File: config.mk
export PLATFORM = sky130hd
export DESIGN_NAME = lcad_build
export DESIGN_NICKNAME = d
export VERILOG_FILES = /design/src/hdl/lcad_pkg.sv /design/src/hdl/lcad_build.sv
export SDC_FILE = /design/constraint.sdc
export NUM_CORES = 1
export LEC_CHECK = 0
export BUFFER_PORTS_ARGS = -buffer_cell sky130_fd_sc_hd__buf_2
export CORE_AREA = 2 2 73 75
export DETAILED_ROUTE_END_ITERATION = 8
export DIE_AREA = 0 0 75 77
export PLACE_DENSITY = 0.72
export SYNTH_ARGS = -nofsm -noshare
export SYNTH_HDL_FRONTEND = slang
export SYNTH_SLANG_ARGS = --single-unit
File: constraint.sdc
create_clock -name clk_i -period 1.91 [get_ports clk_i]
set_clock_uncertainty 0.15 [all_clocks]
set_input_delay 0.0955 -clock clk_i [delete_from_list [all_inputs] [get_ports clk_i]]
set_output_delay 0.0955 -clock clk_i [all_outputs]
set_load 0.01 [all_outputs]
File: src/hdl/lcad_pkg.sv
// types, constants and helpers shared by the tree lca block
`default_nettype none
package lcad_pkg;

  // table geometry; the node count is a power of two
  localparam int MAX_NODES  = 1024;
  localparam int LOG_LEVELS = 10;

  localparam int FIELD_W   = 10;
  localparam int DIST_W    = 11;
  localparam int NODE_W    = $clog2(MAX_NODES);
  localparam int LVL_W     = (LOG_LEVELS > 1) ? $clog2(LOG_LEVELS) : 1;
  localparam int ANC_AW    = LVL_W + NODE_W;
  localparam int ANC_DEPTH = LOG_LEVELS * MAX_NODES;
  localparam int STEP_W    = ((FIELD_W > LOG_LEVELS) ? FIELD_W : LOG_LEVELS) + 1;

  typedef enum logic [1:0] {
    CMD_LOAD  = 2'd0,
    CMD_BUILD = 2'd1,
    CMD_QUERY = 2'd2,
    CMD_NOP   = 2'd3
  } cmd_e;

  typedef enum logic [1:0] {
    B_IDLE,
    B_RUN,
    B_DRAIN
  } build_state_e;

  typedef enum logic [3:0] {
    Q_IDLE,
    Q_RD,
    Q_SWAP,
    Q_EVAL,
    Q_ANC,
    Q_CHECK,
    Q_CMP,
    Q_FIN,
    Q_DIST
  } query_state_e;

  // access bundle for the ancestor memory
  typedef struct packed {
    logic [ANC_AW-1:0]  addr_a;
    logic [ANC_AW-1:0]  addr_b;
    logic               we;
    logic [ANC_AW-1:0]  waddr;
    logic [FIELD_W-1:0] wdata;
  } anc_req_t;

  // read addresses for the depth memory
  typedef struct packed {
    logic [NODE_W-1:0] addr_a;
    logic [NODE_W-1:0] addr_b;
  } dep_req_t;

  // ancestor memory address: level in the upper bits, node below
  function automatic logic [ANC_AW-1:0] anc_addr(input logic [LVL_W-1:0] lv,
                                                 input logic [NODE_W-1:0] node);
    return {lv, node};
  endfunction

endpackage
`default_nettype wire

File: src/hdl/lcad_build.sv
// ancestor table builder: one node per cycle in a level, via a three-step pipe
`default_nettype none
module lcad_build (
  input  wire logic                          clk_i,
  input  wire logic                          rst_ni,
  input  wire logic                          go_i,
  input  wire logic [lcad_pkg::NODE_W-1:0]   last_i,
  input  wire logic [lcad_pkg::FIELD_W-1:0]  rdata_a_i,
  input  wire logic [lcad_pkg::FIELD_W-1:0]  rdata_b_i,
  output lcad_pkg::anc_req_t                 req_o,
  output logic                               busy_o
);
  import lcad_pkg::*;

  build_state_e      state_q, state_d;
  logic [LVL_W-1:0]  lvl_q, lvl_d;
  logic [NODE_W-1:0] idx_q, idx_d;
  logic [NODE_W-1:0] last_q, last_d;
  logic              v1_q, v1_d, v2_q, v2_d;
  logic [NODE_W-1:0] n1_q, n1_d, n2_q, n2_d;
  logic [LVL_W-1:0]  lvl_prev;

  assign lvl_prev = lvl_q - LVL_W'(1);
  assign busy_o   = (state_q != B_IDLE);

  // next state, level and index counters, pipe stages
  always_comb begin
    state_d = state_q;
    lvl_d   = lvl_q;
    idx_d   = idx_q;
    last_d  = last_q;
    v1_d    = 1'b0;
    n1_d    = idx_q;
    v2_d    = v1_q;
    n2_d    = n1_q;
    case (state_q)
      B_IDLE: begin
        if (go_i && (LOG_LEVELS > 1)) begin
          state_d = B_RUN;
          lvl_d   = LVL_W'(1);
          idx_d   = '0;
          last_d  = last_i;
        end
      end
      B_RUN: begin
        v1_d = 1'b1;
        if (idx_q == last_q) begin
          state_d = B_DRAIN;
        end else begin
          idx_d = idx_q + NODE_W'(1);
        end
      end
      B_DRAIN: begin
        if (!v1_q && !v2_q) begin
          if (lvl_q == LVL_W'(LOG_LEVELS - 1)) begin
            state_d = B_IDLE;
          end else begin
            state_d = B_RUN;
            lvl_d   = lvl_q + LVL_W'(1);
            idx_d   = '0;
          end
        end
      end
      default: state_d = B_IDLE;
    endcase
  end

  // memory accesses: read parent, read its ancestor, write the new level
  always_comb begin
    req_o.addr_a = anc_addr(lvl_prev, idx_q);
    req_o.addr_b = anc_addr(lvl_prev, NODE_W'(rdata_a_i));
    req_o.we     = v2_q;
    req_o.waddr  = anc_addr(lvl_q, n2_q);
    req_o.wdata  = FIELD_W'(NODE_W'(rdata_b_i));
  end

  always_ff @(posedge clk_i or negedge rst_ni) begin
    if (!rst_ni) begin
      state_q <= B_IDLE;
      v1_q    <= 1'b0;
      v2_q    <= 1'b0;
      lvl_q   <= '0;
      idx_q   <= '0;
    end else begin
      state_q <= state_d;
      v1_q    <= v1_d;
      v2_q    <= v2_d;
      lvl_q   <= lvl_d;
      idx_q   <= idx_d;
    end
  end

  // payload of the pipe
  always_ff @(posedge clk_i) begin
    last_q <= last_d;
    n1_q   <= n1_d;
    n2_q   <= n2_d;
  end

endmodule
`default_nettype wire

# == Word level (Yosys, flattened, before mapping) ==
# Index checks and enable logic that the tools add are counted.
# word_totals
register_bits,48
inputBits,33
output_inout_bits,54
word_cells,46
# op_classes
add_sub_neg,3
n_eq_ne,9
n_mux,15
n_reduce_logical,11
# op_table
cell,n
$mux 10,4
$pmux 10 s3,1
$mux 4,3
$add 10x1->10 const B,1
$eq 10x10->1,1
$ne 2x2->1 const B,5
$pmux 4 s2,1
$mux 2,3
$pmux 2 s3,1
$reduce_and 5->1,1
$add 4x1->4 const B,1
$eq 4x4->1 const B,1
$reduce_and 4->1,1
$reduce_bool 2->1,2
$sub 4x1->4 const B,1
$reduce_and 3->1,1
$reduce_bool 3->1,1
$eq 2x1->1 const B,1
$eq 2x2->1 const B,1
$logic_not 1->1,2
$logic_not 2->1,1
$mux 1,2
$reduce_and 2->1,1
$logic_and 1x1->1,1

# == Depth between registers and ports, before layout ==
# Gate-level depths: netlist of run 1.
# logic_depth
word_depth,4
ltp_mapped,8
depth_no_buf,7

# == Worst setup path before layout of run 1 ==
# No wires, ideal clock.
# synth_timing
path_kind,reg-to-reg
start,register lvl_q[1]
end,register idx_q[7]
setup_time_ns,0.124
t_arrival_ns,1.631
t_required_ns,1.636
path_slack_ns,0.005
path_stages_with_launch,9
path_buffers,1
period_less_slack_ns,1.905
path_cell_list,dfrtp_1 inv_1 ha_1 nand3b_1 nand3b_1 o2bb2ai_1 a21o_1 buf_6 a211o_1
# synth_between
elab_chain_cells,3
# synth_rtl
element,line,text
from (decl),lcad_build.sv:16,"logic [LVL_W-1:0] lvl_q, lvl_d;"
from (signal assigned),lcad_build.sv:88,lvl_q <= lvl_d;
$eq 4x4->1,lcad_build.sv:55,if (lvl_q == LVL_W'(LOG_LEVELS - 1)) begin
$ne 2x2->1 (no source line),n/a,
$reduce_and 5->1 (no source line),n/a,
to (signal assigned),lcad_build.sv:89,idx_q <= idx_d;
to (decl),lcad_build.sv:17,"logic [NODE_W-1:0] idx_q, idx_d;"
# No other way between the ends.
# A chain may end at the register's enable or synchronous reset.

# == Worst setup path in the final report of run 1 ==
# layout_timing
start,register idx_q[4]
end,register idx_q[0]
# layout_between
elab_chain_cells,3
# layout_rtl
element,line,text
$eq 10x10->1,lcad_build.sv:47,if (idx_q == last_q) begin
$ne 2x2->1 (no source line),n/a,
$reduce_and 5->1 (no source line),n/a,
# No other way between the ends.

==> impl_metrics.csv, run 1 <==
group,metric,value,unit
die,die_w,75,microns
sta,hold_ws,0.0410,ns
sta,fmax,545,MHz
global_route,grt_pass1_vias,1391,
sta,worst-slew-pin-transition,0.433,ns
sta,hold_viol,0,
synthesis,ys_async_sr_fraction,0.375,
critical_path,cp.required,1.95,ns
synthesis,synth_top_cells_by_count,"buf_4 (27), dfxtp_1 (20), dfrtp_1 (18)",
clocking,tritoncts,"done",
global_route,grt_pass1_wl,6420,microns
die,core_region_area,4980,sq um
global_route,grt_overflow,0,
die,die_area,5780,sq um
place,postPlaceCellArea,2260,sq um
synthesis,syn_nets,210,
synthesis,ys_seq_elements,48,
cells_and_area,final_nets,270,
route,routed_via_density,4.64,
job,cap_violations,0,
die,rows,26,
power_and_ir_drop,peakVddDrop,0.710,mV
clocking,cts_sinks,48,
clocking,clk_pin_slew,0.08,ns
critical_path,crit_fanout,6,
die,dieHeight,77,microns
sta,finalCritPeriodShare,0.961,
sta,setup_viol,0,
power_and_ir_drop,leakagePower,0.00121,uW
sta,setup_tns,0,ns
sta,layout_setup_ws,0.0740,ns
synthesis,synth.avg_cell_area,11.6,sq um
cells_and_area,finalCoreUtilization,0.511,
place,gp_congestion,0.820,
clocking,root_buffer,"clkbuf_8",
cells_and_area,area_growth,26.6,%
cells_and_area,stdcell_area,2540,sq um
route,post_drt_wl_per_cell,12.7,microns
global_route,grt_antenna_before_repair,0,
die,start_util,0.403,
sta,drv_slew,0,
place,io_buffers,46,
synthesis,yosys.cell_count.top_type,"buf_4",
route,drt-initial-drc-count,71,
synthesis,synth_top_cell_area_share,0.224,
critical_path,cp-end-kind,"register",
sta,rsz0062_at_grt,"yes",
route,firstDrtPassIters,5,
route,vias,1410,
critical_path,cp.arrival,1.88,ns
synthesis,synthesis.area,2010,sq um
critical_path,crit_type,"register to register",
die,ioPinCount,87,
synthesis,yosysSeqAreaShare,0.573,
cells_and_area,diodes,0,
clocking,cts_buffers,5,
synthesis,yosys_warnings,0,
sta,timing.slew.headroom,0.712,
worst_hold_path,hold_path_class,"input port to output pin",
synthesis,synthDistinctLibCells,38,
global_route,grt.total_usage,0.147,
synthesis,synth-edff-count,10,
clocking,clockBufferDepth,2,
place,hpwl,2620,microns
place,pre_cts_slack,-0.0740,ns
synthesis,ys.flop_type,"dfxtp_1",
clocking,cts_htree_levels,2,
route,route.detailed.drc,0,
sta,min_period,1.84,ns
critical_path,cp-start-kind,"register",
cells_and_area,drive_gt1_frac,0.397,
clocking,clk_latency,0.30,ns
global_route,grt_max_degree,19,
route,ant_nets,0,
synthesis,syn_inst,173,
power_and_ir_drop,powerDensity,1260,nW/um^2
route,routed_wl,3860,microns
synthesis,synth_top_area_cell,"dfrtp_1",
synthesis,yosys-top-cells-area,"dfrtp_1 (22%), dfxtp_1 (20%), edfxtp_1 (15%)",
run_status,status,"completed",
kinds of logic (layout without fill, tap and decap cells):
group | count (synthesis) | after routing | synth area share
xor gates and xnor gates | 12 | 12 | 0.0523
adders and majority gates | 4 | 4 | 0.0249
buffers and inverters | 37 | 97 | 0.126
DFF | 48 | 48 | 0.573
muxes | 2 | 2 | 0.0106
and+or+nand+nor | 48 | 48 | 0.132
AOI/OAI and AO/OA | 22 | 23 | 0.0810
worst paths after layout:
check | from | endpoint | slack, ns | cells after the start
setup / recovery | idx_q[4] | idx_q[0] | 0.07 | 7
hold reg to reg | n1_q[2] | n2_q[2] | 0.18 | 0
hold / removal | rdata_a_i[0] | req_o[25] | 0.04 | 0
max in group asynchronous | rst_ni | idx_q[1] | 1.17 | 2
setup reg to reg | idx_q[4] | idx_q[0] | 0.07 | 7
min in group asynchronous | rst_ni | idx_q[2] | 0.11 | 2
where the power goes:
group          switching, uW  internal, uW  total (uW)
clock                    325           289         614
combinational            560           584        1140
sequential               129          1310        1440
total                   1010          2180        3200
metal layers:
metal,track usage,wire length (microns),vias to the layer above
met1,0.186,1660,667
met3,0.0512,218,9
met5,0,0,-
met4,0.0732,78,0
met2,0.218,1910,35
li1,-,-,699
per-stage QoR:
step	instances	total power (uW)
CTS	300	3150
floorplan	173	2090
global route	304	3410
global placement	281	2500
finish	304	3200
detailed placement	281	2520
layout make-up:
cell class                      count  area, sq um
Sequential cell                    48         1150
Clock inverter                      2         10.0
Clock buffer                        6         82.6
Multi-Input combinational cell     89          648
Inverter                            7         26.3
Tap cell                           70         87.6
Fill cell                         426         2430
Timing Repair Buffer               82          536
cell usage in the layout (no fill, tap or decap), drive strengths merged, types with 4 or more instances in the layout:
master / Yosys / final
clkbuf: 1 / 6
edfxtp: 10 / 10
dfrtp: 18 / 18
nor2: 7 / 7
dfxtp: 20 / 20
and3: 9 / 9
ha: 4 / 4
buf: 29 / 71
inv: 7 / 7
xor2: 4 / 4
nand2: 9 / 9
a211o: 5 / 5
nor4: 5 / 5
o21ai: 5 / 5
xnor2: 8 / 8
dlygate4sd3: 0 / 11
nand3: 7 / 7
worst max-delay path: stages (launching register included):
cell     delay (ns)
dfrtp_1        0.40
xnor2_1        0.17
nand4_1        0.13
nor4_2         0.27
buf_4          0.18
buf_6          0.11
nor2_1         0.05
mux2_2         0.26
timing repair:
item                       CTS  global route
pin swaps                    0             5
setup endpoints to repair   10            10
hold buffers                11             0
setup buffers                0             3
hold endpoints to repair    28             0
cloned                       0             1
resized for setup            1             9
state kept, by name, indices dropped and copies added, names as in the netlist:
name,count
idx_q,10
last_q,10
n1_q,10
n2_q,10
lvl_q,4
state_q,2
v1_q,1
v2_q,1
No activity file was read; power rests on OpenSTA's default activity.
==> run 2: changes to the inputs <==
==> config.mk (replaced) <==
export PLATFORM = sky130hd
export DESIGN_NAME = lcad_build
export DESIGN_NICKNAME = d
export VERILOG_FILES = /design/src/hdl/lcad_pkg.sv /design/src/hdl/lcad_build.sv
export SDC_FILE = /design/constraint.sdc
export NUM_CORES = 1
export LEC_CHECK = 0
export CORE_AREA = 2 2 64 66
export DETAILED_ROUTE_END_ITERATION = 8
export DIE_AREA = 0 0 66 68
export DONT_BUFFER_PORTS = 1
export PLACE_DENSITY = 0.71
export SYNTH_ARGS = -nofsm -noshare
export SYNTH_HDL_FRONTEND = slang
export SYNTH_SLANG_ARGS = --single-unit
==> impl_metrics.csv, run 2 (synthesized netlist as in run 1, its figures left out) <==
group,metric,value,unit
run_status,status,"completed",
cells_and_area,drive_gt1_frac,0.254,
clocking,clockBufferDepth,2,
route,vias,1295,
sta,setup_tns,0,ns
route,wl_met2,2060,microns
clocking,cts_buffers,5,
cells_and_area,area_growth,14.9,%
critical_path,path_cells,"xnor2_1 -> nand4_1 -> nor4_2 -> buf_4 -> buf_4 -> nor4_1 -> a211o_1",
place,gp_congestion,0.927,
place,hpwl,2600,microns
sta,timing.slew.headroom,0.433,
sta,finalCritPeriodShare,0.977,
cells_and_area,multi_input_area,639,sq um
worst_hold_path,hold_path_class,"input port to output pin",
route,ant_nets,0,
sta,layout_setup_ws,0.0438,ns
die,rows,23,
sta,drv_slew,0,
cells_and_area,mostFrequentLayoutCell,"buf_4",
cells_and_area,mostFrequentLayoutCells,"buf_4 (25), dfxtp_1 (20), dfrtp_1 (18)",
place,io_buffers,0,
route,route.detailed.drc,0,
sta,fmax,536,MHz
route,met3_length,316,microns
power_and_ir_drop,leakagePower,0.00101,uW
cells_and_area,final_nets,225,
sta,min_period,1.87,ns
critical_path,crit_top_cell,"buf_4",
clocking,clk_pin_slew,0.09,ns
critical_path,crit_fanout,7,
global_route,grt_pass1_vias,1294,
power_and_ir_drop,powerDensity,1350,nW/um^2
sta,worst-slew-pin-transition,0.847,ns
critical_path,cp-start-kind,"register",
global_route,grt_pass1_wl,6070,microns
critical_path,crit_type,"register to register",
sta,setup_viol,0,
power_and_ir_drop,peakVddDrop,0.805,mV
critical_path,cp-end-kind,"register",
clocking,tritoncts,"done",
cells_and_area,ff_latch_area,1150,sq um
place,pre_cts_slack,-0.0171,ns
global_route,grt.total_usage,0.185,
critical_path,cpMaxStageDelayCell,"dfrtp_1",
sta,rsz0062_at_grt,"yes",
global_route,grt_overflow,0,
critical_path,cp.required,1.96,ns
die,ioPinCount,87,
route,post_drt_wl_per_cell,16.5,microns
route,firstDrtPassIters,4,
route,drt-met1-wl,1520,microns
critical_path,cp.arrival,1.91,ns
die,dieHeight,68,microns
sta,hold_viol,0,
clocking,root_buffer,"clkbuf_8",
die,die_w,66,microns
route,drt-initial-drc-count,60,
job,cap_violations,0,
cells_and_area,diodes,0,
global_route,grt_antenna_before_repair,0,
die,start_util,0.521,
global_route,grt_max_degree,19,
die,core_region_area,3860,sq um
route,top_layer,"met4",
clocking,clk_latency,0.30,ns
clocking,cts_htree_levels,2,
route,routed_via_density,5.42,
die,die_area,4490,sq um
cells_and_area,fillers,307,
clocking,cts_sinks,48,
route,routed_wl,3950,microns
critical_path,max_stage_delay,0.42,ns
[run 2: cell count changes in the layout (fill, tap and decap cells not counted), sizes merged]
cell and delta:
buf -45, a21o -1, clkinv -1, clkinvlp +1
dlygate4sd3 +1
[run 2: layout make-up]
cell class                 instances  area share
multi-input combinational         88       0.277
timing repair buffer              38       0.138
tap                               50      0.0271
inverter                           7      0.0130
clock inverter                     2     0.00488
clock buffer                       6      0.0407
sequential                        48       0.499
[run 2: worst paths after layout]
path                                    from   endpoint  slack, ns  cells after the start
worst max register to register      idx_q[3]   idx_q[5]       0.04                      7
worst max-delay path                idx_q[3]   idx_q[5]       0.04                      7
min in group asynchronous             rst_ni       v2_q       0.18                      1
worst min-delay path            rdata_a_i[1]  req_o[26]       0.04                      0
worst min register to register       n1_q[8]    n2_q[8]       0.18                      0
max in group asynchronous             rst_ni   idx_q[8]       0.90                      1
[run 2: what timing repair did]
action / in CTS / in global routing
buffers inserted: 0 / 3
pin swaps: 0 / 5
resized for setup: 3 / 6
setup endpoints to repair: 5 / 6
hold endpoints to repair: 31 / 0
hold buffers: 12 / 0
[run 2: critical path, delay by kind of cell, from the launching register on]
family | cells | cell delay [ns]
DFF | 1 | 0.42
and+or+nand+nor | 3 | 0.44
buffers and inverters | 2 | 0.32
AOI/OAI and AO/OA | 1 | 0.26
xor gates and xnor gates | 1 | 0.17
[run 2: metal layers]
metal / up-vias / track usage
met1: 598 / 0.201
met4: 0 / 0.0791
met3: 14 / 0.0658
li1: 608 / -
met5: - / 0
met2: 75 / 0.330
[run 2: where the power goes]
part           leakage (uW)  switching (uW)  internal (uW)
Clock             0.0000566             344            336
Sequential         0.000465             214           1310
Combinational      0.000486             459            458
Total               0.00101            1020           2100
[run 2: metrics by stage]
step	hold slack (ns)	instance area (sq um)	utilization	std cells	power (uW)
2_1_floorplan	-0.350	2010	-	173	2090
3_3_place_gp	-0.350	2020	0.523	216	2310
3_5_place_dp	-0.349	2020	0.523	216	2340
4_1_cts	0.0411	2260	0.585	236	3040
5_1_grt	0.0410	2310	0.598	239	3280
6_report	0.0410	2310	0.598	239	3120
==> run 3: changes to the inputs <==
--- a/config.mk
+++ b/config.mk
@@ -9,6 +9,7 @@
 export DETAILED_ROUTE_END_ITERATION = 8
 export DIE_AREA = 0 0 66 68
 export DONT_BUFFER_PORTS = 1
+export HOLD_SLACK_MARGIN = 0.12
 export PLACE_DENSITY = 0.71
 export SYNTH_ARGS = -nofsm -noshare
 export SYNTH_HDL_FRONTEND = slang
==> impl_metrics.csv, run 3 (synthesized netlist as in run 1, its figures left out) <==
group,metric,value,unit
route,routed_via_density,5.34,
critical_path,cp.arrival,1.91,ns
sta,setup_viol,0,
sta,worst-slew-pin-transition,0.849,ns
clocking,cts_buffers,5,
sta,timing.slew.headroom,0.432,
sta,hold_viol,0,
critical_path,cp.required,1.96,ns
clocking,clk_pin_slew,0.09,ns
worst_hold_path,hold_path_class,"register to register",
job,cap_violations,0,
die,start_util,0.521,
run_status,status,"completed",
cells_and_area,diodes,0,
power_and_ir_drop,peakVddDrop,0.800,mV
place,placed_cells,216,
route,route.detailed.drc,0,
sta,rsz0062_at_grt,"yes",
critical_path,cp-end-kind,"register",
clocking,clk_latency,0.30,ns
critical_path,r2r-end,"idx_q[5]",
die,core_region_area,3860,sq um
clocking,tritoncts,"done",
route,met3_length,343,microns
die,rows,23,
clocking,cts_sinks,48,
power_and_ir_drop,power,3160,uW
critical_path,worst_r2r_startpoint,"idx_q[3]",
cells_and_area,area_growth,24.9,%
worst_hold_path,hold_depth,0,
cells_and_area,drive_gt1_frac,0.230,
global_route,grt_pass1_vias,1387,
cells_and_area,mostFrequentLayoutCells,"dlygate4sd3_1 (32), buf_4 (25), dfxtp_1 (20)",
die,die_w,66,microns
cells_and_area,final_nets,245,
global_route,grt_antenna_before_repair,0,
clocking,root_buffer,"clkbuf_8",
place,io_buffers,0,
die,ioPinCount,87,
route,firstDrtPassIters,4,
die,die_area,4490,sq um
route,post_drt_wl_per_cell,16.1,microns
worst_hold_path,min_to,"n2_q[8]",
cells_and_area,final_cells,259,
route,vias,1384,
place,hpwl,2600,microns
global_route,grt_pass1_wl,6400,microns
critical_path,crit_type,"register to register",
critical_path,crit_fanout,7,
clocking,cts_htree_levels,2,
global_route,grt_max_degree,19,
route,drt-initial-drc-count,75,
clocking,clockBufferDepth,2,
route,drt-met1-wl,1580,microns
sta,drv_slew,0,
die,dieHeight,68,microns
route,ant_nets,0,
critical_path,r2r_cells,7,
worst_hold_path,min_from,"n1_q[8]",
cells_and_area,mostFrequentLayoutCell,"dlygate4sd3_1",
place,gp_congestion,0.927,
route,top_layer,"met4",
power_and_ir_drop,powerDensity,1260,nW/um^2
global_route,grt_overflow,0,
sta,min_period,1.86,ns
sta,finalCritPeriodShare,0.975,
route,wl_met2,2180,microns
critical_path,cp-start-kind,"register",
route,routed_wl,4180,microns
critical_path,r2r_slack,0.05,ns
power_and_ir_drop,leakagePower,0.00109,uW
global_route,grt.total_usage,0.194,
sta,fmax,537,MHz
==> run 3: cell types whose count changed in the layout (fill, tap and decap cells not counted) <==
cell           delta
dlygate4sd3_1    +20
==> run 3: how the worst max path moves through the flow <==
stage | start | to | slack (ns) | cells after the start
after CTS | idx_q[0] | idx_q[8] | 0.01 | 7
after global routing | idx_q[0] | idx_q[7] | -0.02 | 7
after floorplan | lvl_q[1] | idx_q[7] | 0.005 | 8
final | idx_q[3] | idx_q[5] | 0.05 | 7
after detailed placement | idx_q[0] | idx_q[0] | -0.02 | 6
after global placement | idx_q[3] | idx_q[0] | 0.03 | 6
==> run 3: layout make-up <==
cell class                      count  area [sq um]
Sequential cell                    48          1150
Multi-Input combinational cell     88           639
Clock inverter                      2          11.3
Timing Repair Buffer               58           519
Inverter                            7          30.0
Tap cell                           50          62.6
Clock buffer                        6          93.8
Fill cell                         292          1350
==> run 3: what timing repair did <==
item,4_1_cts,5_1_grt
setup buffers,0,3
hold buffers,32,0
setup endpoints to repair,5,7
resized for setup,3,6
endpoints found under the hold margin,63,0
pin swaps,0,5
==> run 3: per-stage QoR <==
step / worst slack, ns / hold slack (ns) / TNS [ns] / cell area, sq um / util
after floorplan: 0.00490 / -0.350 / 0 / 2010 / -
after global placement: 0.0343 / -0.350 / 0 / 2020 / 0.523
after detailed placement: -0.0171 / -0.349 / -0.0211 / 2020 / 0.523
after CTS: 0.0143 / 0.175 / 0 / 2460 / 0.637
after global routing: -0.0157 / 0.182 / -0.0419 / 2510 / 0.650
final: 0.0474 / 0.173 / 0 / 2510 / 0.650
==> run 3: power by group <==
group / switching [uW] / internal [uW]
Sequential: 214 / 1310
Clock: 332 / 336
Combinational: 481 / 486
Total: 1030 / 2130
==> run 3: worst max-delay path, cell delays in order (launching register included) <==
cell,delay (ns)
dfrtp_1,0.42
xnor2_1,0.17
nand4_1,0.12
nor4_2,0.27
buf_4,0.19
buf_4,0.13
nor4_1,0.05
a211o_1,0.26
==> run 3: per-layer routing <==
metal  track usage  vias to the layer above
met5             0                        -
met4        0.0638                        0
met3        0.0674                       12
met2         0.357                       90
met1         0.209                      636
li1              -                      646
