**src/hdl/lcad_pkg.sv**
```systemverilog
// types, constants and helpers shared by the tree lca block
`default_nettype none
package lcad_pkg;

  // table geometry; the node count is a power of two
  localparam int MAX_NODES  = 1024;
  localparam int LOG_LEVELS = 10;

  localparam int FIELD_W   = 10;
  localparam int DIST_W    = 11;
  localparam int NODE_W    = $clog2(MAX_NODES);
  localparam int LVL_W     = (LOG_LEVELS > 1) ? $clog2(LOG_LEVELS) : 1;
  localparam int ANC_AW    = LVL_W + NODE_W;
  localparam int ANC_DEPTH = LOG_LEVELS * MAX_NODES;
  localparam int STEP_W    = ((FIELD_W > LOG_LEVELS) ? FIELD_W : LOG_LEVELS) + 1;

  typedef enum logic [1:0] {
    CMD_LOAD  = 2'd0,
    CMD_BUILD = 2'd1,
    CMD_QUERY = 2'd2,
    CMD_NOP   = 2'd3
  } cmd_e;

  typedef enum logic [1:0] {
    B_IDLE,
    B_RUN,
    B_DRAIN
  } build_state_e;

  typedef enum logic [3:0] {
    Q_IDLE,
    Q_RD,
    Q_SWAP,
    Q_EVAL,
    Q_ANC,
    Q_CHECK,
    Q_CMP,
    Q_FIN,
    Q_DIST
  } query_state_e;

  // access bundle for the ancestor memory
  typedef struct packed {
    logic [ANC_AW-1:0]  addr_a;
    logic [ANC_AW-1:0]  addr_b;
    logic               we;
    logic [ANC_AW-1:0]  waddr;
    logic [FIELD_W-1:0] wdata;
  } anc_req_t;

  // read addresses for the depth memory
  typedef struct packed {
    logic [NODE_W-1:0] addr_a;
    logic [NODE_W-1:0] addr_b;
  } dep_req_t;

  // ancestor memory address: level in the upper bits, node below
  function automatic logic [ANC_AW-1:0] anc_addr(input logic [LVL_W-1:0] lv,
                                                 input logic [NODE_W-1:0] node);
    return {lv, node};
  endfunction

endpackage
`default_nettype wire

```
**src/hdl/lcad_query.sv**
```systemverilog
// query sequencer: equalize depths, lift both nodes, then measure the path
`default_nettype none
module lcad_query (
  input  wire logic                          clk_i,
  input  wire logic                          rst_ni,
  input  wire logic                          go_i,
  input  wire logic [lcad_pkg::NODE_W-1:0]   node_i,
  input  wire logic [lcad_pkg::NODE_W-1:0]   other_i,
  input  wire logic [lcad_pkg::FIELD_W-1:0]  anc_a_i,
  input  wire logic [lcad_pkg::FIELD_W-1:0]  anc_b_i,
  input  wire logic [lcad_pkg::FIELD_W-1:0]  dep_a_i,
  input  wire logic [lcad_pkg::FIELD_W-1:0]  dep_b_i,
  output lcad_pkg::anc_req_t                 anc_req_o,
  output lcad_pkg::dep_req_t                 dep_req_o,
  output logic                               busy_o,
  output logic                               res_valid_o,
  output logic [lcad_pkg::FIELD_W-1:0]       res_ancestor_o,
  output logic [lcad_pkg::DIST_W-1:0]        res_dist_o
);
  import lcad_pkg::*;

  query_state_e       state_q, state_d;
  logic [NODE_W-1:0]  a_q, a_d, b_q, b_d;
  logic [NODE_W-1:0]  low_q, low_d, high_q, high_d, c_q, c_d;
  logic [FIELD_W-1:0] da_q, da_d, db_q, db_d;
  logic [FIELD_W-1:0] dlow_q, dlow_d, dhigh_q, dhigh_d;
  logic               fresh_q, fresh_d;
  logic [LVL_W-1:0]   lv_q, lv_d;
  logic               vld_q, vld_d;
  logic [FIELD_W-1:0] anc_q, anc_d;
  logic [DIST_W-1:0]  dist_q, dist_d;

  logic [FIELD_W-1:0] dl;
  logic               lift;
  logic [NODE_W-1:0]  pl, ph, nlow, nhigh, anc_node;
  logic [LVL_W-1:0]   lv_next;

  // depth of the lower node comes straight from memory after a lift
  assign dl       = fresh_q ? dep_a_i : dlow_q;
  assign lift     = STEP_W'(dl) >= (STEP_W'(dhigh_q) + (STEP_W'(1) << lv_q));
  assign pl       = NODE_W'(anc_a_i);
  assign ph       = NODE_W'(anc_b_i);
  assign nlow     = (pl != ph) ? pl : low_q;
  assign nhigh    = (pl != ph) ? ph : high_q;
  assign anc_node = NODE_W'(anc_a_i);
  assign lv_next  = lv_q - LVL_W'(1);

  assign busy_o         = (state_q != Q_IDLE);
  assign res_valid_o    = vld_q;
  assign res_ancestor_o = anc_q;
  assign res_dist_o     = dist_q;

  // next state and datapath registers
  always_comb begin
    state_d = state_q;
    a_d     = a_q;
    b_d     = b_q;
    low_d   = low_q;
    high_d  = high_q;
    c_d     = c_q;
    da_d    = da_q;
    db_d    = db_q;
    dlow_d  = dlow_q;
    dhigh_d = dhigh_q;
    fresh_d = 1'b0;
    lv_d    = lv_q;
    vld_d   = 1'b0;
    anc_d   = anc_q;
    dist_d  = dist_q;
    case (state_q)
      Q_IDLE: begin
        if (go_i) begin
          state_d = Q_RD;
          a_d     = node_i;
          b_d     = other_i;
        end
      end
      Q_RD: state_d = Q_SWAP;
      Q_SWAP: begin
        da_d = dep_a_i;
        db_d = dep_b_i;
        if (dep_a_i < dep_b_i) begin
          low_d   = b_q;
          high_d  = a_q;
          dlow_d  = dep_b_i;
          dhigh_d = dep_a_i;
        end else begin
          low_d   = a_q;
          high_d  = b_q;
          dlow_d  = dep_a_i;
          dhigh_d = dep_b_i;
        end
        lv_d    = LVL_W'(LOG_LEVELS - 1);
        state_d = Q_EVAL;
      end
      Q_EVAL: begin
        dlow_d = dl;
        if (lift) begin
          state_d = Q_ANC;
        end else if (lv_q == '0) begin
          state_d = Q_CHECK;
        end else begin
          lv_d = lv_next;
        end
      end
      Q_ANC: begin
        low_d   = anc_node;
        fresh_d = 1'b1;
        if (lv_q == '0) begin
          state_d = Q_CHECK;
        end else begin
          lv_d    = lv_next;
          state_d = Q_EVAL;
        end
      end
      Q_CHECK: begin
        if (low_q == high_q) begin
          c_d     = low_q;
          state_d = Q_DIST;
        end else begin
          lv_d    = LVL_W'(LOG_LEVELS - 1);
          state_d = Q_CMP;
        end
      end
      Q_CMP: begin
        low_d  = nlow;
        high_d = nhigh;
        if (lv_q == '0) begin
          state_d = Q_FIN;
        end else begin
          lv_d = lv_next;
        end
      end
      Q_FIN: begin
        c_d     = anc_node;
        state_d = Q_DIST;
      end
      Q_DIST: begin
        vld_d   = 1'b1;
        anc_d   = FIELD_W'(c_q);
        dist_d  = DIST_W'(da_q) + DIST_W'(db_q) - (DIST_W'(dep_a_i) << 1);
        state_d = Q_IDLE;
      end
      default: state_d = Q_IDLE;
    endcase
  end

  // memory read addresses for each step
  always_comb begin
    anc_req_o.addr_a = anc_addr(lv_q, low_q);
    anc_req_o.addr_b = anc_addr(lv_q, high_q);
    anc_req_o.we     = 1'b0;
    anc_req_o.waddr  = '0;
    anc_req_o.wdata  = '0;
    dep_req_o.addr_a = a_q;
    dep_req_o.addr_b = b_q;
    case (state_q)
      Q_ANC:   dep_req_o.addr_a = anc_node;
      Q_CHECK: begin
        dep_req_o.addr_a = low_q;
        anc_req_o.addr_a = anc_addr(LVL_W'(LOG_LEVELS - 1), low_q);
        anc_req_o.addr_b = anc_addr(LVL_W'(LOG_LEVELS - 1), high_q);
      end
      Q_CMP: begin
        if (lv_q == '0) begin
          anc_req_o.addr_a = anc_addr('0, nlow);
        end else begin
          anc_req_o.addr_a = anc_addr(lv_next, nlow);
          anc_req_o.addr_b = anc_addr(lv_next, nhigh);
        end
      end
      Q_FIN:   dep_req_o.addr_a = anc_node;
      default: ;
    endcase
  end

  always_ff @(posedge clk_i or negedge rst_ni) begin
    if (!rst_ni) begin
      state_q <= Q_IDLE;
      vld_q   <= 1'b0;
      fresh_q <= 1'b0;
      lv_q    <= '0;
    end else begin
      state_q <= state_d;
      vld_q   <= vld_d;
      fresh_q <= fresh_d;
      lv_q    <= lv_d;
    end
  end

  // payload registers
  always_ff @(posedge clk_i) begin
    a_q     <= a_d;
    b_q     <= b_d;
    low_q   <= low_d;
    high_q  <= high_d;
    c_q     <= c_d;
    da_q    <= da_d;
    db_q    <= db_d;
    dlow_q  <= dlow_d;
    dhigh_q <= dhigh_d;
    anc_q   <= anc_d;
    dist_q  <= dist_d;
  end

endmodule
`default_nettype wire

```
**config.mk**
```make
export PLATFORM = sky130hd
export DESIGN_NAME = lcad_query
export DESIGN_NICKNAME = d
export VERILOG_FILES = /design/src/hdl/lcad_pkg.sv /design/src/hdl/lcad_query.sv
export SDC_FILE = /design/constraint.sdc
export NUM_CORES = 1
export LEC_CHECK = 0
export ABC_CLOCK_PERIOD_IN_PS = 9500
export BUFFER_PORTS_ARGS = -buffer_cell sky130_fd_sc_hd__buf_2
export CAP_MARGIN = 10
export CORE_MARGIN = 10
export CORE_UTILIZATION = 60
export CTS_CLUSTER_DIAMETER = 200
export DETAILED_ROUTE_END_ITERATION = 7
export HOLD_SLACK_MARGIN = 0.05
export PLACE_DENSITY_LB_ADDON = 0.3
export SYNTH_ARGS = -nofsm -noshare
export SYNTH_HDL_FRONTEND = slang
export SYNTH_SLANG_ARGS = --single-unit
```
**constraint.sdc**
```tcl
create_clock -name clk_i -period 9.5 [get_ports clk_i]
set_clock_uncertainty 0.2 [all_clocks]
set_input_delay 1.425 -clock clk_i [delete_from_list [all_inputs] [get_ports clk_i]]
set_output_delay 1.425 -clock clk_i [all_outputs]
set_load 0.01 [all_outputs]
```
### After elaboration in Yosys (flattened, before gate mapping)

Index checks and enable logic that the tools add are counted.

| storage, ports and cells | value |
|---|---|
| output and inout bits | 96 |
| bits in registers | 121 |
| bits of input ports | 63 |

| cells by class | value |
|---|---|
| equal/unequal tests | 16 |
| reduce and logical (&&, ||, !) cells | 14 |
| shift operators | 1 |
| magnitude comparators | 2 |
| mux-type cells | 29 |
| add/subtract/negate cells | 4 |

Operators with widths:

| kind | number |
|---|---|
| 10-bit 2-to-1 mux | 8 |
| 10-bit case mux with 2 select lines | 4 |
| 28-bit case mux with 2 select lines | 1 |
| 4-bit 2-to-1 mux | 8 |
| 4-bit case mux with 8 select lines | 1 |
| 10-bit case mux with 3 select lines | 1 |
| 14-bit 2-to-1 mux | 2 |
| 4-bit by 3-bit equality test with 1-bit output (second input constant) | 4 |
| 4-bit case mux with 4 select lines | 1 |
| 10-bit by 10-bit adder with 11-bit output | 1 |
| 10-bit by 11-bit adder with 11-bit output | 1 |
| 10-bit by 11-bit greater-or-equal comparator with 1-bit output | 1 |
| 1-bit by 4-bit left shift with 11-bit output (first input constant) | 1 |
| 11-bit subtractor | 1 |
| 10-bit equality test | 1 |
| 10-bit less-than comparator | 1 |
| 10-bit != test | 1 |
| 2-bit != test (second input constant) | 5 |
| 4-bit by 2-bit equality test with 1-bit output (second input constant) | 2 |
| 4-bit logical NOT | 2 |
| 4-bit nonzero test | 2 |
| 3-bit AND reduction | 2 |
| 2-bit nonzero test | 3 |
| 4-bit by 1-bit equality test with 1-bit output (second input constant) | 1 |
| other kinds (8) | 11 |

### Logic depth before layout (Yosys ltp)

Gate-level depths: netlist of run 1.

| logic depth | value |
|---|---|
| word-level depth | 5 |
| depth in mapped cells | 21 |
| mapped depth without buffers | 20 |

### Least setup slack after synthesis of run 1

No wires, ideal clock.

| timing | value |
|---|---|
| kind | input to output |
| start point | input anc_b_i[5] (netlist bit) |
| end point | output anc_req_o[39] (netlist bit) |
| data arrival time | 2.599 ns |
| path slack | 5.276 ns |
| data required time | 7.875 ns |
| path buffers | 0 |
| stages on the path | 5 |
| cells stage by stage | xnor2_1 > nand4_1 > nor4_4 > nor2_2 > mux2_2 |

RTL lines:

| item | line | RTL |
|---|---|---|
| start, declared | lcad_query.sv:10 | `input wire logic [lcad_pkg::FIELD_W-1:0] anc_b_i,` |
| end, declared | lcad_query.sv:13 | `output lcad_pkg::anc_req_t anc_req_o,` |

==> results of run 1 <==
==> worst max-delay path, stage by stage <==
cell and delay (ns):
buf_2 0.16, xnor2_1 0.14, nand4_1 0.17, nor4_4 0.88, nor2_2 0.28, mux2_2 0.36, buf_2 0.15
==> area by class of cell <==
cell class,instances,area [um2],area share
tap,176,220,0.0239
sequential,121,3580,0.388
clock inverter,11,85.1,0.00922
inverter,57,214,0.0232
timing repair buffer,140,718,0.0779
multi-input combinational,509,3980,0.431
clock buffer,18,429,0.0465
==> how the worst min path moves through the flow <==
stage,start,to,cells after the start
4_1_cts,c_q[0],res_ancestor_o[0],0
5_1_grt,c_q[6],res_ancestor_o[6],0
3_5_place_dp,c_q[3],res_ancestor_o[3],0
2_1_floorplan,c_q[0],res_ancestor_o[0],0
3_3_place_gp,c_q[2],res_ancestor_o[2],0
6_report,c_q[0],res_ancestor_o[0],0
==> layer usage <==
| layer | share of wire | GRT usage |
|---|---|---|
| met5 | 0 | 0 |
| met2 | 0.46 | 0.359 |
| met3 | 0.094 | 0.0694 |
| met4 | 0.018 | 0.0682 |
| met1 | 0.43 | 0.316 |
==> cell usage in the layout, fill, tap and decap left out, types with 4 or more instances in the layout <==
cell type | netlist | layout
and2_1 | 12 | 12
xor2_1 | 20 | 20
mux2i_1 | 34 | 34
clkbuf_16 | 0 | 17
a22oi_1 | 12 | 12
o22ai_1 | 12 | 12
buf_4 | 25 | 7
nand3_1 | 4 | 4
a31oi_1 | 4 | 4
a211oi_1 | 5 | 5
or3_1 | 11 | 11
nand2_1 | 29 | 29
fa_1 | 10 | 10
nor2b_1 | 6 | 6
ha_1 | 45 | 45
a21oi_1 | 43 | 43
nand4_1 | 4 | 4
nor3_1 | 6 | 5
dfrtp_1 | 10 | 10
mux2_4 | 8 | 8
and3_1 | 4 | 4
conb_1 | 1 | 25
or2_2 | 4 | 4
a21o_1 | 6 | 6
nor2_1 | 35 | 35
buf_2 | 7 | 133
inv_1 | 56 | 56
nand2b_1 | 10 | 10
edfxtp_1 | 111 | 111
xnor2_1 | 16 | 16
o21ai_0 | 42 | 42
o21ai_1 | 8 | 8
mux2_2 | 56 | 56
clkinv_2 | 0 | 5
==> registers in the layout (all words and copies together) (netlist names) <==
signal,cells
res_dist_o,11
a_q,10
b_q,10
c_q,10
da_q,10
db_q,10
dhigh_q,10
dlow_q,10
high_q,10
low_q,10
res_ancestor_o,10
lv_q,4
state_q,4
fresh_q,1
res_valid_o,1
==> through the flow <==
| stage | instance area (um2) | hold slack [ns] | worst slack (ns) | utilization | std cells |
|---|---|---|---|---|---|
| finish | 9230 | 0.213 | 4.30 | 0.699 | 1032 |
| global route | 9230 | 0.235 | 4.15 | 0.699 | 1032 |
| CTS | 9230 | 0.218 | 4.32 | 0.699 | 1032 |
| detailed placement | 8710 | 0.207 | 4.32 | 0.660 | 1003 |
| global placement | 8710 | 0.201 | 4.39 | 0.660 | 1003 |
| floorplan | 8120 | 0.200 | 5.28 | - | 742 |
==> power breakdown <==
part           internal, W  switching, W  leakage (nW)
logic             0.000562      0.000801          2.48
registers         0.000822      0.000129          1.15
clock network     0.000349      0.000227         0.248
==> kinds of logic after synthesis <==
kind of cell               count (synthesis)
xor gates and xnor gates                  36
and+or+nand+nor                          135
adders and majority gates                 55
DFF                                      121
buffers and inverters                    112
muxes                                    101
other                                      1
AOI/OAI and AO/OA                        157
==> metrics.yaml, run 1 <==
drt:
  drc: 0
  wl_um: 21600
  vias: 6087
  routedWlPerCell_um: 20.9
  drtAntennaViolNets: 0
  drtIter0Drc: 635
  viasPerCell: 5.90
  firstDrtPassIters: 5
yosys:
  synthTopCellsByArea: "edfxtp_1 (42%), mux2_2 (7.9%), ha_1 (7.0%)"
  ys.flop_type: "edfxtp_1"
  yosys.area_share.xor_xnor: 0.0393
  ys_ff_latch: 121
  synthArstFlopShare: 0.0826
  synth-edff-count: 111
  yosys.area_share.simple: 0.0882
  avgSynthCellArea_um2: 11.2
  yosys.area.top_type_share: 0.415
  synth-adder-area-share: 0.0950
  synth_most_common_cell: "edfxtp_1"
  synth-seq-area-share: 0.446
  muxShareOfSynthArea: 0.140
  synthCells: 718
  synth_warnings: 0
  synth.largest_area_cell: "edfxtp_1"
  synth_top_family_by_area: "multiplexers"
  synthTopCellsByCount: "edfxtp_1 (111), inv_1 (56), mux2_2 (56), ha_1 (45), a21oi_1 (43)"
  netlist_area_mm2: 0.00803
  synth_compound_area_frac: 0.120
  ys_types: 63
finish:
  area_delta_synth_final_pct: 14.9
  antenna_cells: 0
  fill_cells: 978
  fin_nets: 964
  drive_above_1_share: 0.287
clock_network:
  cts_sinks: 121
  worstSkewPairLatency_ns: 0.42
  cts_tree: "done"
  clkSlewWorstSetupHoldPaths_ns: 0.06
  numCtsBuffers: 17
  h-tree-depth: 4
  cts-root-buf: "clkbuf_16"
  clock_path_buffers: 2
  cts_setup_buffers: 0
  hold_buffers: 0
  cts_resized: 0
worst_setup_path:
  r2r_start: "lv_q[0]"
  critPathRequiredTime_ns: 7.88
  cp-startpoint: "anc_a_i[7]"
  endpoint_kind: "output port"
  crit_path_end: "anc_req_o[44]"
  path_max_fanout: 14
  setup.worst_path.class: "input port to output port"
  regToRegEndpoint: "lv_q[1]"
  reg2reg_slack_ns: 4.51
  cp.arrival_ns: 3.58
  rr_worst_depth: 20
  start_kind: "input port"
run:
  maxCapViolations: 0
timing:
  fmax_mhz: 192
  period_minus_slack_ns: 5.20
  rsz0062_at_grt: "no"
  hold_viol: 0
  finalMaxSlewViolations: 0
  setup_viol: 0
  setup_tns_ns: 0
  tightest_slew_ns: 1.11
  fin_crit_sh: 0.547
  slew_headroom: 0.259
grt:
  antenna_found_initial: 0
  grt_pass1_vias: 6177
  grt_max_degree: 42
  grt_first_pass_wirelength_um: 33800
  overflow: 0
  grtUsageTotal: 0.235
placed_design:
  gp_congestion: 0.936
  dp_hpwl_um: 16300
  port_buffers: 133
pwr:
  power.density_mw_per_mm2: 313
  totalPowerFinal_w: 0.00289
  leakage_nw: 3.87
  ir_drop_uv: 186
floorplanning:
  row_count: 42
  initial_core_util: 0.609
  die_area_mm2: 0.0184
  dieWidth_um: 136
  core_mm2: 0.0132
  ioPinCount: 159
  die_h_um: 136
status:
  status: "complete, no violations"
worst_hold_path:
  hold_class: "flop to flop"
(Power assumes the default switching activity.)
==> inputs of run 2 (changes only) <==
--- a/config.mk
+++ b/config.mk
@@ -5,11 +5,11 @@
 export SDC_FILE = /design/constraint.sdc
 export NUM_CORES = 1
 export LEC_CHECK = 0
-export ABC_CLOCK_PERIOD_IN_PS = 9500
+export ABC_CLOCK_PERIOD_IN_PS = 4480
 export BUFFER_PORTS_ARGS = -buffer_cell sky130_fd_sc_hd__buf_2
 export CAP_MARGIN = 10
 export CORE_MARGIN = 10
-export CORE_UTILIZATION = 60
+export CORE_UTILIZATION = 51
 export CTS_CLUSTER_DIAMETER = 200
 export DETAILED_ROUTE_END_ITERATION = 7
 export HOLD_SLACK_MARGIN = 0.05
==> constraint.sdc (replaced) <==
create_clock -name clk_i -period 4.48 [get_ports clk_i]
set_clock_uncertainty 0.2 [all_clocks]
set_input_delay 0.672 -clock clk_i [delete_from_list [all_inputs] [get_ports clk_i]]
set_output_delay 0.672 -clock clk_i [all_outputs]
set_load 0.01 [all_outputs]
==> run 2 against run 1 <==
Final cell count up 4.4%. Final area increased by 2.3%. Combinational power rose by 110%. Clock-buffer cell count is 1 higher. Register-to-register slack got worse by 4.2 ns. Clock power up 150%. Sequential power up 110%.
==> metrics.yaml, run 2 (synthesized netlist as in run 1, its figures left out) <==
worst_setup_path:
  setup.worst_path.class: "flop to flop"
  cpMostUsedCell: "ha_1"
  crit_slowest_cell: "dfrtp_1"
  endpoint_kind: "flop"
  cp.arrival_ns: 4.28
  critical_path.cell_chain: "inv_2 > ha_1 > and2_1 > ha_1 > inv_1 > fa_1 > nand2b_1 > a21oi_2 > o21ai_0 > nand2b_1 > a21oi_1 > xor2_1 > ha_1 > a211oi_1 > o21a_1 > o21ai_0 > a31o_2 > o21ai_2 > a21oi_1 > o32ai_1"
  path_max_fanout: 6
  slowest_delay_ns: 0.44
  start_kind: "flop"
  critPathRequiredTime_ns: 4.60
timing:
  finalMaxSlewViolations: 0
  setup_viol: 0
  layout_setup_ws_ns: 0.315
  tightest_slew_ns: 1.02
  hold_viol: 0
  period_minus_slack_ns: 4.16
  fmax_mhz: 240
  holdWs_ns: 0.216
  slew_headroom: 0.318
  fin_crit_sh: 0.930
floorplanning:
  die_area_mm2: 0.0212
  row_count: 45
  dieWidth_um: 145
  core_mm2: 0.0153
  initial_core_util: 0.524
  ioPinCount: 159
  die_h_um: 145
finish:
  final_common_cell: "buf_2"
  largest_reg_flops: 11
  drive_above_1_share: 0.302
  stdcell_count: 1077
  layout_common_cells: "buf_2 (133), edfxtp_1 (111), mux2_2 (56)"
  fill_cells: 1275
  area_delta_synth_final_pct: 17.5
  fin_nets: 970
status:
  status: "complete, no violations"
grt:
  grtUsageTotal: 0.185
  grt_max_degree: 39
  grt_first_pass_wirelength_um: 31800
  grt_pass1_vias: 5954
  overflow: 0
  antenna_found_initial: 0
worst_hold_path:
  hold_class: "input port to flop"
drt:
  wl_um: 19700
  drtIter0Drc: 561
  drtAntennaViolNets: 0
  vias: 5973
  viasPerCell: 5.55
  drc: 0
  routedWlPerCell_um: 18.3
  firstDrtPassIters: 5
run:
  maxCapViolations: 0
clock_network:
  cts_tree: "done"
  clock_path_buffers: 2
  numCtsBuffers: 17
  clkSlewWorstSetupHoldPaths_ns: 0.06
  worstSkewPairLatency_ns: 0.43
  cts_sinks: 121
  cts-root-buf: "clkbuf_16"
  h-tree-depth: 4
placed_design:
  dp_slack_ns: 0.132
  place_inst: 1043
  port_buffers: 133
  gp_congestion: 0.849
  dp_hpwl_um: 14900
pwr:
  ir_drop_uv: 405
  totalPowerFinal_w: 0.00626
  leakage_nw: 3.95
  power.density_mw_per_mm2: 663
run 2: worst max-delay path: cells and delay by family (launching register included):
| kind | cells | cell delay, ns |
|---|---|---|
| compound gates | 10 | 1.58 |
| fa+ha+maj | 4 | 1.05 |
| simple gates | 3 | 0.45 |
| flops | 1 | 0.44 |
| buf+inv | 2 | 0.19 |
| xor+xnor | 1 | 0.15 |
run 2: stage by stage:
step	util	TNS [ns]	cell area, um2
floorplan	-	0	8120
global placement	0.575	0	8800
detailed placement	0.575	0	8800
CTS	0.615	0	9430
global route	0.616	-0.0000497	9430
finish	0.616	0	9440
run 2: cell type report:
| type | count | area [um2] | area share |
|---|---|---|---|
| antenna | 1 | 2.50 | 0.000265 |
| clock buffer | 19 | 443 | 0.0469 |
| clock inverter | 13 | 168 | 0.0178 |
| inverter | 57 | 214 | 0.0227 |
| multi-input combinational | 509 | 3980 | 0.422 |
| sequential | 121 | 3580 | 0.380 |
| tap | 211 | 264 | 0.0280 |
| timing repair buffer | 146 | 778 | 0.0825 |
run 2: worst paths after layout:
path | from | slack (ns) | to | cells past startpoint
max in group asynchronous | rst_ni | 3.37 | lv_q[0] | 2
min in group asynchronous | rst_ni | 0.47 | res_valid_o | 2
max | lv_q[1] | 0.32 | lv_q[1] | 20
max reg2reg | lv_q[1] | 0.32 | lv_q[1] | 20
min reg2reg | c_q[9] | 0.22 | res_ancestor_o[9] | 0
min | node_i[7] | 0.22 | a_q[7] | 1
run 2: layer usage:
layer | GRT usage | wire length (um)
met1 | 0.250 | 8830
met2 | 0.271 | 8570
met3 | 0.0584 | 1920
met4 | 0.0688 | 371
met5 | 0 | 0
run 2: report_power, final:
part           total [W]  internal, W  switching, W
combinational    0.00283      0.00121       0.00162
sequential       0.00200      0.00174      0.000256
clock            0.00143     0.000895      0.000531
run 2: repair_timing:
| action | CTS | global route |
|---|---|---|
| setup buffers | 0 | 0 |
| endpoints found under the setup margin | 0 | 7 |
| gates resized for setup | 0 | 5 |
| hold buffers | 1 | 0 |
| hold endpoints to repair | 10 | 0 |
==> inputs of run 3 (changes only) <==
--- a/config.mk
+++ b/config.mk
@@ -5,12 +5,14 @@
 export SDC_FILE = /design/constraint.sdc
 export NUM_CORES = 1
 export LEC_CHECK = 0
+export ABC_AREA = 1
 export ABC_CLOCK_PERIOD_IN_PS = 4480
 export BUFFER_PORTS_ARGS = -buffer_cell sky130_fd_sc_hd__buf_2
 export CAP_MARGIN = 10
 export CORE_MARGIN = 10
 export CORE_UTILIZATION = 51
 export CTS_CLUSTER_DIAMETER = 200
+export CTS_CLUSTER_SIZE = 20
 export DETAILED_ROUTE_END_ITERATION = 7
 export HOLD_SLACK_MARGIN = 0.05
 export PLACE_DENSITY_LB_ADDON = 0.3
==> run 3 against run 2 <==
Final cell count rose by 15%. Via count rose by 9.3%. Core utilization fell by 0.74 points. Combinational power barely moved. Critical path depth rose by 2. Die area fell by 1.7%. Fmax rose by 10%. Critical endpoint is now lv_q[0]. Largest power group unchanged.
==> metrics.yaml, run 3 <==
placed_design:
  place_inst: 1210
  placed_area_mm2: 0.00863
  port_buffers: 133
  dp_hpwl_um: 16500
  gp_congestion: 0.940
timing:
  rsz0062_at_grt: "no"
  tightest_slew_ns: 1.08
  fmax_mhz: 265
  fin_crit_sh: 0.842
  finalMaxSlewViolations: 0
  slew_headroom: 0.279
  period_minus_slack_ns: 3.77
  setup_tns_ns: 0
  hold_viol: 0
  setup_viol: 0
clock_network:
  h-tree-depth: 4
  worstSkewPairLatency_ns: 0.42
  cts_tree: "done"
  cts-root-buf: "clkbuf_16"
  clkSlewWorstSetupHoldPaths_ns: 0.06
  numCtsBuffers: 17
  cts_resized: 0
  cts_sinks: 121
  clock_path_buffers: 2
pwr:
  leakage_nw: 4.32
  p_comb_frac: 0.468
  totalPowerFinal_w: 0.00606
  power.density_mw_per_mm2: 657
  p_int_w: 0.00352
  ir_drop_uv: 348
  clockPowerShare: 0.221
  switchingPower_w: 0.00254
  seqPwrFrac: 0.310
  swShare: 0.419
finish:
  stdcell_count: 1243
  final_common_cell: "nand2_1"
  fin_nets: 1160
  antenna_cells: 0
  area_delta_synth_final_pct: 17.1
  drive_above_1_share: 0.191
  fill_cells: 1320
  final_cell_area_mm2: 0.00922
  layout_common_cells: "nand2_1 (206), buf_2 (133), inv_1 (125)"
  multi_input_area_mm2: 0.00355
  largest_reg_flops: 11
  register_area_mm2: 0.00358
yosys:
  ys_ff_latch: 121
  synth_most_common_cell: "nand2_1"
  ys.flop_type: "edfxtp_1"
  netlist_area_mm2: 0.00787
  synthTopCellsByCount: "nand2_1 (206), inv_1 (125), edfxtp_1 (111), o21ai_0 (66), nor2_1 (59)"
  synthCells: 908
  synth-seq-area-share: 0.455
  synthTopCellsByArea: "edfxtp_1 (42%), nand2_1 (9.8%), ha_1 (7.2%)"
  avgSynthCellArea_um2: 8.67
  synthArstFlopShare: 0.0826
  synth-edff-count: 111
  yosys.area.top_type_share: 0.423
  synth_warnings: 0
  ys_types: 45
  synth.largest_area_cell: "edfxtp_1"
drt:
  vias: 6531
  firstDrtPassIters: 6
  drc: 0
  drtIter0Drc: 692
  drtAntennaViolNets: 0
  routedWlPerCell_um: 16.9
  wl_um: 21000
  viasPerCell: 5.25
worst_setup_path:
  start_kind: "flop"
  critPathRequiredTime_ns: 4.59
  cp.arrival_ns: 3.88
  endpoint_kind: "flop"
  setup.worst_path.class: "flop to flop"
  path_max_fanout: 6
floorplanning:
  row_count: 45
  dieWidth_um: 144
  die_area_mm2: 0.0208
  core_mm2: 0.0151
  ioPinCount: 159
  initial_core_util: 0.520
  die_h_um: 144
status:
  status: "complete, no violations"
grt:
  overflow: 0
  grt_first_pass_wirelength_um: 31800
  grt_pass1_vias: 5934
  grt_max_degree: 81
  antenna_found_initial: 0
  grtUsageTotal: 0.201
run:
  maxCapViolations: 0
worst_hold_path:
  hold_class: "flop to flop"
[run 3: worst max-delay path: stages, from the launching register on]
cell and delay [ns]:
dfrtp_1 0.45, inv_1 0.17, ha_1 0.19, nand2_1 0.13, inv_2 0.14, ha_1 0.20
inv_1 0.08, fa_1 0.41, o21bai_1 0.19, xor2_1 0.21, ha_1 0.29, a21oi_1 0.16
nor2_1 0.06, nor2_1 0.12, nand2_1 0.08, nand2_1 0.06, nand2_1 0.07, nand3_2 0.10
nand2_1 0.07, nand2_2 0.11, nand2_2 0.08, nand2_1 0.07, nand2_1 0.05
[run 3: layout make-up]
class	instances	area share
Inverter	138	0.0565
Timing Repair Buffer	142	0.0812
Clock inverter	14	0.0161
Sequential cell	121	0.389
Clock buffer	18	0.0465
Multi-Input combinational cell	622	0.386
Tap cell	188	0.0255
[run 3: power groups by stage]
stage               Combinational, W  Sequential (W)  Clock [W]
CTS                          0.00284         0.00188    0.00136
detailed placement           0.00281         0.00190          0
floorplan                    0.00201         0.00185          0
global route                 0.00321         0.00191    0.00141
global placement             0.00277         0.00189          0
finish                       0.00284         0.00188    0.00134
[run 3: cell families after synthesis]
group,share of synthesized area
xor+xnor,0.0367
simple gates,0.169
compound gates,0.136
buf+inv,0.106
fa+ha+maj,0.0969
other cells,0.000476
flops,0.455
[run 3: worst paths after layout]
| kind | start | slack (ns) | endpoint | cells after the start |
|---|---|---|---|---|
| max | lv_q[0] | 0.71 | lv_q[0] | 22 |
| min | c_q[3] | 0.21 | res_ancestor_o[3] | 0 |
| max reg2reg | lv_q[0] | 0.71 | lv_q[0] | 22 |
| min reg2reg | c_q[3] | 0.21 | res_ancestor_o[3] | 0 |
| max in group asynchronous | rst_ni | 3.41 | res_valid_o | 2 |
| min in group asynchronous | rst_ni | 0.45 | state_q[1] | 2 |
[run 3: metal layers]
metal / vias to the layer above / GRT usage / part of all wire
met5: - / 0 / 0
met4: 0 / 0.0771 / 0.021
met3: 31 / 0.0407 / 0.087
met2: 298 / 0.287 / 0.43
met1: 2943 / 0.292 / 0.46
li1: 3259 / - / -
[run 3: stage by stage]
stage,worst slack (ns),utilization,hold WS [ns]
finish,0.706,0.609,0.214
global route,0.379,0.609,0.209
CTS,0.777,0.609,0.209
detailed placement,0.790,0.570,0.205
global placement,0.917,0.570,0.202
floorplan,1.22,-,0.176
[run 3: timing repair]
action | CTS | global route
hold endpoints to repair | 10 | 0
hold buffers | 1 | 0
setup buffers | 0 | 0
